`src/hw/rtl/kcs_host_transaction_engine_macros.svh`:
```
// assertion macros for the kcs host transaction engine
`ifndef KCS_HOST_TRANSACTION_ENGINE_MACROS_SVH
`define KCS_HOST_TRANSACTION_ENGINE_MACROS_SVH

`ifndef SYNTHESIS

`define KCS_ASSERT_IMPLY(lbl, clk, rst, ante, cons, msg) \
  lbl: assert property (@(posedge clk) disable iff (rst) (ante) |-> (cons)) \
    else $error(msg);

`define KCS_ASSERT_NEXT(lbl, clk, rst, ante, cons, msg) \
  lbl: assert property (@(posedge clk) disable iff (rst) (ante) |=> (cons)) \
    else $error(msg);

`else

`define KCS_ASSERT_IMPLY(lbl, clk, rst, ante, cons, msg)

`define KCS_ASSERT_NEXT(lbl, clk, rst, ante, cons, msg)

`endif

`endif

```
`src/hw/rtl/kcs_pkg.sv`:
```
// types and constants shared by the kcs host transaction engine
`timescale 1ns / 1ps

package kcs_pkg;

  localparam logic [7:0] CMD_WRITE_START = 8'h61;
  localparam logic [7:0] CMD_WRITE_END   = 8'h62;
  localparam logic [7:0] CMD_READ        = 8'h68;

  localparam int unsigned ST_OBF_BIT = 0;
  localparam int unsigned ST_IBF_BIT = 1;

  localparam logic [1:0] IF_IDLE  = 2'd0;
  localparam logic [1:0] IF_READ  = 2'd1;
  localparam logic [1:0] IF_WRITE = 2'd2;

  localparam logic [1:0] REG_POLL_LIMIT     = 2'd0;
  localparam logic [1:0] REG_RESPONSE_LIMIT = 2'd1;

  localparam logic OP_REQUEST_BYTE = 1'b0;
  localparam logic OP_READ_VALUE   = 1'b1;

  localparam logic [19:0] POLL_LIMIT_RESET     = 20'd200000;
  localparam logic [7:0]  RESPONSE_LIMIT_RESET = 8'd64;

  typedef enum logic [2:0] {
    ACT_NONE        = 3'd0,
    ACT_READ_STATUS = 3'd1,
    ACT_READ_DATA   = 3'd2,
    ACT_WRITE_CMD   = 3'd3,
    ACT_WRITE_DATA  = 3'd4,
    ACT_NEED_BYTE   = 3'd5
  } action_t;

  typedef enum logic [1:0] {
    ERR_NONE     = 2'd0,
    ERR_TIMEOUT  = 2'd1,
    ERR_PROTOCOL = 2'd2,
    ERR_OVERLEN  = 2'd3
  } error_t;

  typedef enum logic [15:0] {
    PH_IDLE        = 16'h0001,
    PH_START_WAIT  = 16'h0002,
    PH_START_DSTAT = 16'h0004,
    PH_START_DDATA = 16'h0008,
    PH_PUT_WAIT    = 16'h0010,
    PH_PUT_DSTAT   = 16'h0020,
    PH_PUT_DDATA   = 16'h0040,
    PH_END_WAIT    = 16'h0080,
    PH_END_DSTAT   = 16'h0100,
    PH_END_DDATA   = 16'h0200,
    PH_NEED        = 16'h0400,
    PH_RX_WAIT     = 16'h0800,
    PH_RX_OBF_READ = 16'h1000,
    PH_RX_OBF_IDLE = 16'h2000,
    PH_RX_DATA     = 16'h4000,
    PH_RX_FINAL    = 16'h8000
  } phase_t;

  typedef struct packed {
    phase_t      phase;
    logic [7:0]  held_byte;
    logic        held_is_last;
    logic        held_sent;
    logic [19:0] poll_counter;
    logic [7:0]  received_count;
  } state_t;

  typedef struct packed {
    logic       operation;
    logic [7:0] request_byte;
    logic       is_last;
    logic [7:0] read_value;
  } item_t;

  typedef struct packed {
    action_t    action;
    logic [7:0] write_value;
    logic       rx_valid;
    logic [7:0] rx_byte;
    logic       done_res;
    error_t     error_code;
    logic [7:0] response_count;
  } result_t;

endpackage

```
`src/hw/rtl/kcs_step.sv`:
```
// one sequencer step: next state and result for one input beat
`timescale 1ns / 1ps

module kcs_step (
  input  kcs_pkg::state_t  state,
  input  kcs_pkg::item_t   item,
  input  logic [19:0]      poll_limit,
  input  logic [7:0]       response_limit,
  output kcs_pkg::state_t  state_next,
  output kcs_pkg::result_t result
);

  typedef enum logic [1:0] {
    KIND_START = 2'd0,
    KIND_PUT   = 2'd1,
    KIND_END   = 2'd2
  } kind_t;

  logic            ibf;
  logic            obf;
  logic [1:0]      if_state;
  logic            is_read;
  logic            do_poll;
  logic            do_proceed;
  logic            do_send;
  logic            do_finish;
  kind_t           kind;
  kcs_pkg::error_t finish_err;
  kcs_pkg::state_t nx;
  kcs_pkg::result_t r;

  assign ibf      = item.read_value[kcs_pkg::ST_IBF_BIT];
  assign obf      = item.read_value[kcs_pkg::ST_OBF_BIT];
  assign if_state = item.read_value[7:6];
  assign is_read  = (item.operation == kcs_pkg::OP_READ_VALUE);

  always_comb begin
    nx         = state;
    r          = '0;
    do_poll    = 1'b0;
    do_proceed = 1'b0;
    do_send    = 1'b0;
    do_finish  = 1'b0;
    kind       = KIND_START;
    finish_err = kcs_pkg::ERR_NONE;

    case (state.phase)
      kcs_pkg::PH_IDLE: begin
        if (!is_read) begin
          nx.held_byte      = item.request_byte;
          nx.held_is_last   = item.is_last;
          nx.held_sent      = 1'b0;
          nx.received_count = '0;
          nx.poll_counter   = 20'd1;
          nx.phase          = kcs_pkg::PH_START_WAIT;
          r.action          = kcs_pkg::ACT_READ_STATUS;
        end
      end
      kcs_pkg::PH_NEED: begin
        if (!is_read) begin
          nx.held_byte    = item.request_byte;
          nx.held_is_last = item.is_last;
          nx.held_sent    = 1'b0;
          do_send         = 1'b1;
        end
      end
      kcs_pkg::PH_START_WAIT, kcs_pkg::PH_PUT_WAIT, kcs_pkg::PH_END_WAIT: begin
        if (is_read) begin
          if (ibf) begin
            do_poll = 1'b1;
          end else if (state.phase != kcs_pkg::PH_START_WAIT &&
                       if_state != kcs_pkg::IF_WRITE) begin
            do_finish  = 1'b1;
            finish_err = kcs_pkg::ERR_PROTOCOL;
          end else begin
            r.action = kcs_pkg::ACT_READ_STATUS;
            case (state.phase)
              kcs_pkg::PH_START_WAIT: nx.phase = kcs_pkg::PH_START_DSTAT;
              kcs_pkg::PH_PUT_WAIT:   nx.phase = kcs_pkg::PH_PUT_DSTAT;
              default:                nx.phase = kcs_pkg::PH_END_DSTAT;
            endcase
          end
        end
      end
      kcs_pkg::PH_START_DSTAT, kcs_pkg::PH_PUT_DSTAT, kcs_pkg::PH_END_DSTAT: begin
        if (is_read) begin
          case (state.phase)
            kcs_pkg::PH_START_DSTAT: kind = KIND_START;
            kcs_pkg::PH_PUT_DSTAT:   kind = KIND_PUT;
            default:                 kind = KIND_END;
          endcase
          if (obf) begin
            r.action = kcs_pkg::ACT_READ_DATA;
            case (state.phase)
              kcs_pkg::PH_START_DSTAT: nx.phase = kcs_pkg::PH_START_DDATA;
              kcs_pkg::PH_PUT_DSTAT:   nx.phase = kcs_pkg::PH_PUT_DDATA;
              default:                 nx.phase = kcs_pkg::PH_END_DDATA;
            endcase
          end else begin
            do_proceed = 1'b1;
          end
        end
      end
      kcs_pkg::PH_START_DDATA, kcs_pkg::PH_PUT_DDATA, kcs_pkg::PH_END_DDATA: begin
        if (is_read) begin
          do_proceed = 1'b1;
          case (state.phase)
            kcs_pkg::PH_START_DDATA: kind = KIND_START;
            kcs_pkg::PH_PUT_DDATA:   kind = KIND_PUT;
            default:                 kind = KIND_END;
          endcase
        end
      end
      kcs_pkg::PH_RX_WAIT: begin
        if (is_read) begin
          if (ibf) begin
            do_poll = 1'b1;
          end else if (if_state == kcs_pkg::IF_READ) begin
            nx.poll_counter = 20'd1;
            nx.phase        = kcs_pkg::PH_RX_OBF_READ;
            r.action        = kcs_pkg::ACT_READ_STATUS;
          end else if (if_state == kcs_pkg::IF_IDLE) begin
            nx.poll_counter = 20'd1;
            nx.phase        = kcs_pkg::PH_RX_OBF_IDLE;
            r.action        = kcs_pkg::ACT_READ_STATUS;
          end else begin
            do_finish  = 1'b1;
            finish_err = kcs_pkg::ERR_PROTOCOL;
          end
        end
      end
      kcs_pkg::PH_RX_OBF_READ: begin
        if (is_read) begin
          if (!obf) begin
            do_poll = 1'b1;
          end else if (state.received_count >= response_limit) begin
            do_finish  = 1'b1;
            finish_err = kcs_pkg::ERR_OVERLEN;
          end else begin
            r.action = kcs_pkg::ACT_READ_DATA;
            nx.phase = kcs_pkg::PH_RX_DATA;
          end
        end
      end
      kcs_pkg::PH_RX_OBF_IDLE: begin
        if (is_read) begin
          if (!obf) begin
            do_poll = 1'b1;
          end else begin
            r.action = kcs_pkg::ACT_READ_DATA;
            nx.phase = kcs_pkg::PH_RX_FINAL;
          end
        end
      end
      kcs_pkg::PH_RX_DATA: begin
        if (is_read) begin
          r.rx_valid        = 1'b1;
          r.rx_byte         = item.read_value;
          nx.received_count = state.received_count + 8'd1;
          r.action          = kcs_pkg::ACT_WRITE_DATA;
          r.write_value     = kcs_pkg::CMD_READ;
          nx.poll_counter   = 20'd1;
          nx.phase          = kcs_pkg::PH_RX_WAIT;
        end
      end
      kcs_pkg::PH_RX_FINAL: begin
        if (is_read) begin
          do_finish  = 1'b1;
          finish_err = kcs_pkg::ERR_NONE;
        end
      end
      default: begin
        nx = state;
      end
    endcase

    // previous start, put or end step finished, move to the next write
    if (do_proceed) begin
      case (kind)
        KIND_START: begin
          nx.held_sent    = 1'b0;
          r.action        = kcs_pkg::ACT_WRITE_CMD;
          r.write_value   = kcs_pkg::CMD_WRITE_START;
          nx.poll_counter = 20'd1;
          nx.phase        = kcs_pkg::PH_PUT_WAIT;
        end
        KIND_PUT: begin
          do_send = 1'b1;
        end
        default: begin
          nx.held_sent    = 1'b1;
          r.action        = kcs_pkg::ACT_WRITE_DATA;
          r.write_value   = state.held_byte;
          nx.poll_counter = 20'd1;
          nx.phase        = kcs_pkg::PH_RX_WAIT;
        end
      endcase
    end

    if (do_send) begin
      if (nx.held_sent) begin
        r.action = kcs_pkg::ACT_NEED_BYTE;
        nx.phase = kcs_pkg::PH_NEED;
      end else if (nx.held_is_last) begin
        r.action        = kcs_pkg::ACT_WRITE_CMD;
        r.write_value   = kcs_pkg::CMD_WRITE_END;
        nx.poll_counter = 20'd1;
        nx.phase        = kcs_pkg::PH_END_WAIT;
      end else begin
        nx.held_sent    = 1'b1;
        r.action        = kcs_pkg::ACT_WRITE_DATA;
        r.write_value   = nx.held_byte;
        nx.poll_counter = 20'd1;
        nx.phase        = kcs_pkg::PH_PUT_WAIT;
      end
    end

    if (do_poll) begin
      if (state.poll_counter >= poll_limit) begin
        do_finish  = 1'b1;
        finish_err = kcs_pkg::ERR_TIMEOUT;
      end else begin
        nx.poll_counter = state.poll_counter + 20'd1;
        r.action        = kcs_pkg::ACT_READ_STATUS;
      end
    end

    if (do_finish) begin
      r.action        = kcs_pkg::ACT_NONE;
      r.done_res      = 1'b1;
      r.error_code    = finish_err;
      nx.phase        = kcs_pkg::PH_IDLE;
      nx.poll_counter = '0;
    end

    r.response_count = nx.received_count;
  end

  assign state_next = nx;
  assign result     = r;

endmodule

```
`src/hw/rtl/kcs_host_transaction_engine.sv`:
```
// top level of the kcs host transaction engine
//
//  channel   direction  beat contents
//  s_axis    in         tuser operation, tlast is_last, tdata request_byte / read_value
//  m_axis    out        tuser action, tlast done_res, tdata write_value .. response_count
//  cfg       in         cfg_index register, cfg_data value (poll_limit, response_limit)
//
// one input beat gives one output beat; the sequencer step is combinational, so a beat
// can be taken every cycle while s_axis_tready is high.
// the result goes to an output register backed by one skid stage; s_axis_tready
// drops only while the skid stage holds a beat.
// rst returns the sequencer to idle and the limits to 200000 and 64.
// cfg_ready is always high.
`timescale 1ns / 1ps
`include "kcs_host_transaction_engine_macros.svh"

module kcs_host_transaction_engine (
  input  logic        clk,
  input  logic        rst,
  input  logic        s_axis_tvalid,
  output logic        s_axis_tready,
  input  logic [15:0] s_axis_tdata,  // request_byte, read_value
  input  logic        s_axis_tlast,
  input  logic        s_axis_tuser,  // operation
  output logic        m_axis_tvalid,
  input  logic        m_axis_tready,
  output logic [31:0] m_axis_tdata,  // write_value, rx_valid, rx_byte, error_code,
                                     // response_count, zero pad
  output logic        m_axis_tlast,
  output logic [2:0]  m_axis_tuser,  // action
  input  logic        cfg_valid,
  output logic        cfg_ready,
  input  logic [1:0]  cfg_index,
  input  logic [19:0] cfg_data
);

  kcs_pkg::state_t  state;
  kcs_pkg::state_t  state_next;
  kcs_pkg::item_t   item;
  kcs_pkg::result_t result;
  kcs_pkg::result_t out_res;
  kcs_pkg::result_t skid_res;
  logic             out_valid;
  logic             skid_valid;
  logic             accept;
  logic [19:0]      poll_limit;
  logic [7:0]       response_limit;

  assign s_axis_tready = !skid_valid;
  assign accept        = s_axis_tvalid && s_axis_tready;
  assign cfg_ready     = 1'b1;

  assign item.operation    = s_axis_tuser;
  assign item.request_byte = s_axis_tdata[7:0];
  assign item.is_last      = s_axis_tlast;
  assign item.read_value   = s_axis_tdata[15:8];

  kcs_step u_step (
    .state          (state),
    .item           (item),
    .poll_limit     (poll_limit),
    .response_limit (response_limit),
    .state_next     (state_next),
    .result         (result)
  );

  always_ff @(posedge clk) begin
    if (rst) begin
      poll_limit     <= kcs_pkg::POLL_LIMIT_RESET;
      response_limit <= kcs_pkg::RESPONSE_LIMIT_RESET;
    end else if (cfg_valid && cfg_ready) begin
      case (cfg_index)
        kcs_pkg::REG_POLL_LIMIT:     poll_limit     <= cfg_data;
        kcs_pkg::REG_RESPONSE_LIMIT: response_limit <= cfg_data[7:0];
        default: ;
      endcase
    end
  end

  always_ff @(posedge clk) begin
    if (rst) begin
      state.phase          <= kcs_pkg::PH_IDLE;
      state.held_byte      <= '0;
      state.held_is_last   <= 1'b0;
      state.held_sent      <= 1'b0;
      state.poll_counter   <= '0;
      state.received_count <= '0;
    end else if (accept) begin
      state <= state_next;
    end
  end

  always_ff @(posedge clk) begin
    if (rst) begin
      out_valid  <= 1'b0;
      skid_valid <= 1'b0;
    end else if (m_axis_tready || !out_valid) begin
      if (skid_valid) begin
        out_valid  <= 1'b1;
        skid_valid <= 1'b0;
      end else begin
        out_valid <= accept;
      end
    end else if (accept) begin
      skid_valid <= 1'b1;
    end
  end

  always_ff @(posedge clk) begin
    if (m_axis_tready || !out_valid) begin
      if (skid_valid) begin
        out_res <= skid_res;
      end else if (accept) begin
        out_res <= result;
      end
    end else if (accept) begin
      skid_res <= result;
    end
  end

  assign m_axis_tvalid = out_valid;
  assign m_axis_tlast  = out_res.done_res;
  assign m_axis_tuser  = out_res.action;
  assign m_axis_tdata  = {5'd0, out_res.response_count, out_res.error_code,
                          out_res.rx_byte, out_res.rx_valid, out_res.write_value};

  `KCS_ASSERT_IMPLY(a_skid_behind_out, clk, rst, skid_valid, out_valid,
    "skid stage holds a beat while the output register is empty")
  `KCS_ASSERT_IMPLY(a_idle_no_poll, clk, rst, state.phase == kcs_pkg::PH_IDLE,
    state.poll_counter == 20'd0, "poll counter left running in idle")
  `KCS_ASSERT_IMPLY(a_done_no_action, clk, rst, out_valid && out_res.done_res,
    out_res.action == kcs_pkg::ACT_NONE, "bus action requested at transaction end")
  `KCS_ASSERT_IMPLY(a_err_only_done, clk, rst, out_valid && !out_res.done_res,
    out_res.error_code == kcs_pkg::ERR_NONE, "error code set before the end")
  `KCS_ASSERT_NEXT(a_finish_to_idle, clk, rst, accept && result.done_res,
    state.phase == kcs_pkg::PH_IDLE, "sequencer not idle after transaction end")

endmodule
```
`config.mk`:
```
export PLATFORM = sky130hd
export DESIGN_NAME = kcs_host_transaction_engine
export DESIGN_NICKNAME = d
export VERILOG_FILES = /design/src/hw/rtl/kcs_pkg.sv /design/src/hw/rtl/kcs_step.sv /design/src/hw/rtl/kcs_host_transaction_engine.sv
export VERILOG_INCLUDE_DIRS = /design/src /design/src/hw/rtl
export SDC_FILE = /design/constraint.sdc
export NUM_CORES = 1
export LEC_CHECK = 0
export BUFFER_PORTS_ARGS = -buffer_cell sky130_fd_sc_hd__buf_2
export CAP_MARGIN = 20
export CORE_AREA = 2 2 126 128
export CTS_CLUSTER_SIZE = 40
export DETAILED_ROUTE_END_ITERATION = 6
export DIE_AREA = 0 0 128 130
export GPL_ROUTABILITY_DRIVEN = 0
export PLACE_DENSITY = 0.75
export SLEW_MARGIN = 5
export SYNTH_ARGS = -nofsm -noshare
export SYNTH_HDL_FRONTEND = slang
export SYNTH_SLANG_ARGS = --single-unit
```
`constraint.sdc`:
```
create_clock -name clk -period 3.4 [get_ports clk]
set_input_delay 1.02 -clock clk [delete_from_list [all_inputs] [get_ports clk]]
set_output_delay 1.02 -clock clk [all_outputs]
set_load 0.005 [all_outputs]
```
Word-level counts from Yosys, hierarchy flattened

Cells that the tools add are included.

Order comparisons: 2
Add/sub/neg operators: 2
Mux-type cells: 113
Reduce and logical (&&, ||, !) cells: 20
Equal/unequal tests: 21
Bitwise gates (word level): 1

Operators by type and width:

| operator                | number |
|---|---|
| $mux W16                | 19 |
| $mux W20                | 8 |
| $pmux W16 S7            | 1 |
| $mux W21                | 3 |
| $mux W31                | 2 |
| $pmux W20 S3            | 1 |
| $mux W54                | 1 |
| $pmux W21 S2            | 1 |
| $pmux W10 S2            | 2 |
| $mux W3                 | 12 |
| $mux W11                | 3 |
| $mux W2                 | 16 |
| $pmux W16 S2            | 1 |
| $mux W28                | 1 |
| $mux W1                 | 27 |
| $pmux W11 S2            | 1 |
| $add A20 B1 Y20 const B | 1 |
| $ge A20 B20 Y1          | 1 |
| $pmux W3 S6             | 1 |
| $pmux W9 S2             | 1 |
| $mux W17                | 1 |
| $eq A16 B1 Y1 const B   | 1 |
| $eq A16 B10 Y1 const B  | 1 |
| $eq A16 B11 Y1 const B  | 1 |
| other kinds (35)        | 52 |

Output and inout port bits: 39
Logic and storage cells: 183
Input port bits: 45
Bits in registers: 146

Longest topological paths before layout

Depth in word-level cells: 15
Gate-level depth with buffers: 12
Gate-level depth less buffers: 11

By module

A second synthesis with hierarchy kept.

Cells, all modules: 1021
Area, all modules: 8548.2 sq um

By module, submodules not included:

| module                      | area each (sq um) | instances | cells an instance | seq. area each (sq um) |
|---|---|---|---|---|
| kcs_host_transaction_engine | 5245.0            | 1         | 474               | 3543.4 |
| kcs_step                    | 3303.2            | 1         | 547               | 0.0 |

Worst setup path before layout

Ideal clock, no wire load.

Path kind: input-to-reg
Start point: input port s_axis_tvalid
End point: register skid_res[0] (netlist name) (enable)
Stages: 4
Setup slack: 0.168 ns
Setup time: 0.419 ns
Required time: 2.981 ns
Buffers on the path: 2
Data arrival time: 2.813 ns
Path through: nand2_1 > clkbuf_1 > clkbuf_1 > nor2_1

Word-level cells in the longest chain between the ends: 2

RTL lines:

| item                        | RTL line                           | source |
|---|---|---|
| from (decl)                 | kcs_host_transaction_engine.sv:20  | `input logic s_axis_tvalid,` |
| $logic_and A1 B1 Y1         | kcs_host_transaction_engine.sv:50  | `assign accept = s_axis_tvalid && s_axis_tready;` |
| $reduce_and A2 Y1 (no line) | n/a                                |  |
| to (signal assigned)        | kcs_host_transaction_engine.sv:117 | `skid_res <= result;` |
| to (decl)                   | kcs_host_transaction_engine.sv:42  | `kcs_pkg::result_t skid_res;` |

No other way between the ends.
A chain may end at the register's enable or synchronous reset.

==> metrics.md <==
| Metric | Value |
|---|---|
| Status | `finished clean` |
| Share of cells above drive strength 1 | `0.196` |
| RSZ-0062 raised after global routing | `false` |
| Largest net degree at the start of global routing | `27` |
| Synthesized instance count | `894` |
| Via density | `6.01` |
| Top-count cell post-synth | `nand2_1` |
| Vias in the first global route | `6330` |
| Worst skew pair latency | `0.43 ns` |
| Hold_ws | `0.455 ns` |
| Lkg Pwr | `3.76 nW` |
| Fin nets | `1051` |
| RR Endpoint | `m_axis_tuser[2]` |
| H-Tree Level Count | `4` |
| Post-synthesis average cell area | `8.99 um^2` |
| Max Clock Freq | `0.310 GHz` |
| Core Util, Final | `0.604` |
| Initial core utilization | `0.521` |
| First-pass detailed-route iteration total | `6` |
| Largest family of logic cells by synthesized area | `simple AND/OR/NAND/NOR gates` |
| Core area | `15400 um^2` |
| Yosys top cell area share | `0.232` |
| Endpoint class of the critical path | `flip-flop` |
| Tmin final | `3.23 ns` |
| Placed insts | `1148` |
| Uppermost layer routed | `met4` |
| Clk slew on worst S/H paths | `0.07 ns` |
| Ant. Diodes | `0` |
| Synth top cells by count | `nand2_1 (121), dfxtp_1 (84), nor2_1 (76)` |
| Final period utilization | `0.949` |
| Synth Area in XOR/XNOR | `0.00218` |
| Least-Margin Pin Slew | `0.640 ns` |
| Power density cells | `452 nW/um^2` |
| Storage cell area | `3540 um^2` |
| Peak VDD IR | `0.375 mV` |
| CTS root buffer | `clkbuf_16` |
| Slew margin rel. | `0.567` |
| TritonCTS clock tree | `yes` |
| Area contributors post-synth | `edfxtp_1 (23%), dfxtp_1 (21%), nand2_1 (5.7%), ha_1 (4.8%), nor2_1 (3.5%)` |
| Gr usage total | `0.241` |
| Num CTS Buffers | `17` |
| Final setup vio count | `0` |
| Power Total | `4.22 mW` |
| Die height | `130 um` |
| Hold Startpoint | `poll_limit[15]` |
| Req. time, crit path | `3.58 ns` |
| Die ar. | `16600 um^2` |
| Final hold vios | `0` |
| Post-CTS Setup Repair Bufs | `0` |
| Reg2reg path depth | `8` |
| Critical Setup Path Class | `flip-flop to flip-flop` |
| Clock sinks | `146` |
| Num rows | `46` |
| Synth Register Bits | `146` |
| Dpl hpwl | `14400 um` |
| IO Port Bufs | `77` |
| Met3 wire length | `1490 um` |
| Ys async rst share | `0` |
| DRT antenna net count | `0` |
| RR Startpoint | `state[42]` |
| Post-route DRC | `0` |
| Post-Layout Cell Count | `1180` |
| Worst setup margin | `0.173 ns` |
| Yosys cell types | `72` |
| # fillers | `1345` |
| Num ports | `84` |
| Pins over their slew limit | `0` |
| Yosys Warn Count | `0` |
| Adder-cell area share of the yosys netlist | `0.0483` |
| Worst hold path type | `flip-flop to flip-flop` |
| CP Launch Point | `state[42]` |
| Total routed wirelength | `20000 um` |
| Placed Area | `8700 um^2` |
| Via Count | `7089` |
| R2R Setup Slk | `0.17 ns` |
| Initial antenna violation count | `0` |
| Startpoint types | `flip-flop` |
| Pre-CTS setup slack | `0.218 ns` |
| Worst Path Arrival | `3.41 ns` |
| First-pass GRT wire length | `31800 um` |
| Post-CTS Resized | `0` |
| WL met1 | `8710 um` |
| Setup TNS | `0 ns` |
| Mux share of post-synthesis cell area | `0.0450` |
| Worst-case clock buffer depth | `2` |
| Total congestion overflow | `0` |
| Max-Cap Viols | `0` |
| Hold path endpoint | `poll_limit[15]` |
| Design area | `9320 um^2` |
| Mapped cell area | `8040 um^2` |
| Die X | `128 um` |
| Met2 WL | `9230 um` |
| Synth Area in Compound Gates | `0.180` |
| Count of hold-fix buffers inserted at cts | `0` |
| Area growth syn-to-layout | `15.9%` |
| CP Max Fanout | `7` |
| WL/cell | `16.9 um` |
| Seq/Total Area, Yosys | `0.441` |
| Synth Area in Simple Gates | `0.230` |
| Area of the multi-input gates | `4100 um^2` |
| Clock Skew | `0.0103 ns` |
| Iter 0 DRT Violations | `586` |
| Post-synth EDFFs | `62` |
| Leading area contributor after synthesis | `edfxtp_1` |
| WHS Path Cells | `2` |
| Synth Flop Type | `dfxtp_1` |
## registers in the layout, summed over array words and instances (netlist names)
name            flops
poll_limit         20
m_axis_tlast        1
m_axis_tuser        3
m_axis_tdata       27
skid_valid          1
skid_res           31
m_axis_tvalid       1
state              54
response_limit      8
## cell type report
type | instances | area share
Multi-Input combinational cell | 655 | 0.439
Tap cell | 192 | 0.0258
Clock buffer | 17 | 0.0456
Timing Repair Buffer | 111 | 0.0701
Inverter | 44 | 0.0177
Sequential cell | 146 | 0.380
Clock inverter | 15 | 0.0211
## worst max-delay path by stage
stage                 endpoint  slack [ns]  cells after the start
3_3_place_gp   m_axis_tuser[2]        0.25                      8
3_5_place_dp   m_axis_tuser[2]        0.22                      8
5_1_grt              state[11]        0.06                      9
4_1_cts        m_axis_tuser[2]        0.19                      8
2_1_floorplan      skid_res[0]        0.17                      4
6_report       m_axis_tuser[2]        0.17                      8
## worst max-delay path, stage by stage (launching register included)
cell and delay (ns):
dfxtp_1 0.38, or4_4 0.62, or4_4 0.54, nor3_4 0.27, nor2_1 0.19, mux2_2 0.33
a21oi_1 0.11, or2_1 0.26, mux2_2 0.27
## layer usage
metal | vias to the layer above | track usage
li1 | 3438 | -
met1 | 3283 | 0.317
met2 | 315 | 0.394
met3 | 53 | 0.0484
met4 | 0 | 0.0983
met5 | - | 0
## placed cells by master, fill, tap and decap left out, types with 19 or more instances in the layout
master	netlist	routed
a21oi_1	53	53
inv_1	43	43
dfxtp_1	84	84
edfxtp_1	62	62
buf_4	6	33
nor2_1	76	75
and3_1	19	19
buf_2	4	77
nand3_1	28	28
nor3_1	25	25
nand2_1	121	121
o21ai_0	38	38
ha_1	31	31
mux2_2	25	25
## report_power, final
group	internal, mW	total, mW	switching (mW)
sequential	1.89	1.92	0.0301
clock	1.00	1.89	0.888
combinational	0.155	0.409	0.255
## kinds of logic after synthesis
| kind of cell | after synthesis |
|---|---|
| buf+inv | 97 |
| compound gates | 216 |
| simple gates | 367 |
| fa+ha+maj | 31 |
| other cells | 2 |
| mux | 33 |
| flops | 146 |
| xor+xnor | 2 |
(Power assumes the default switching activity.)
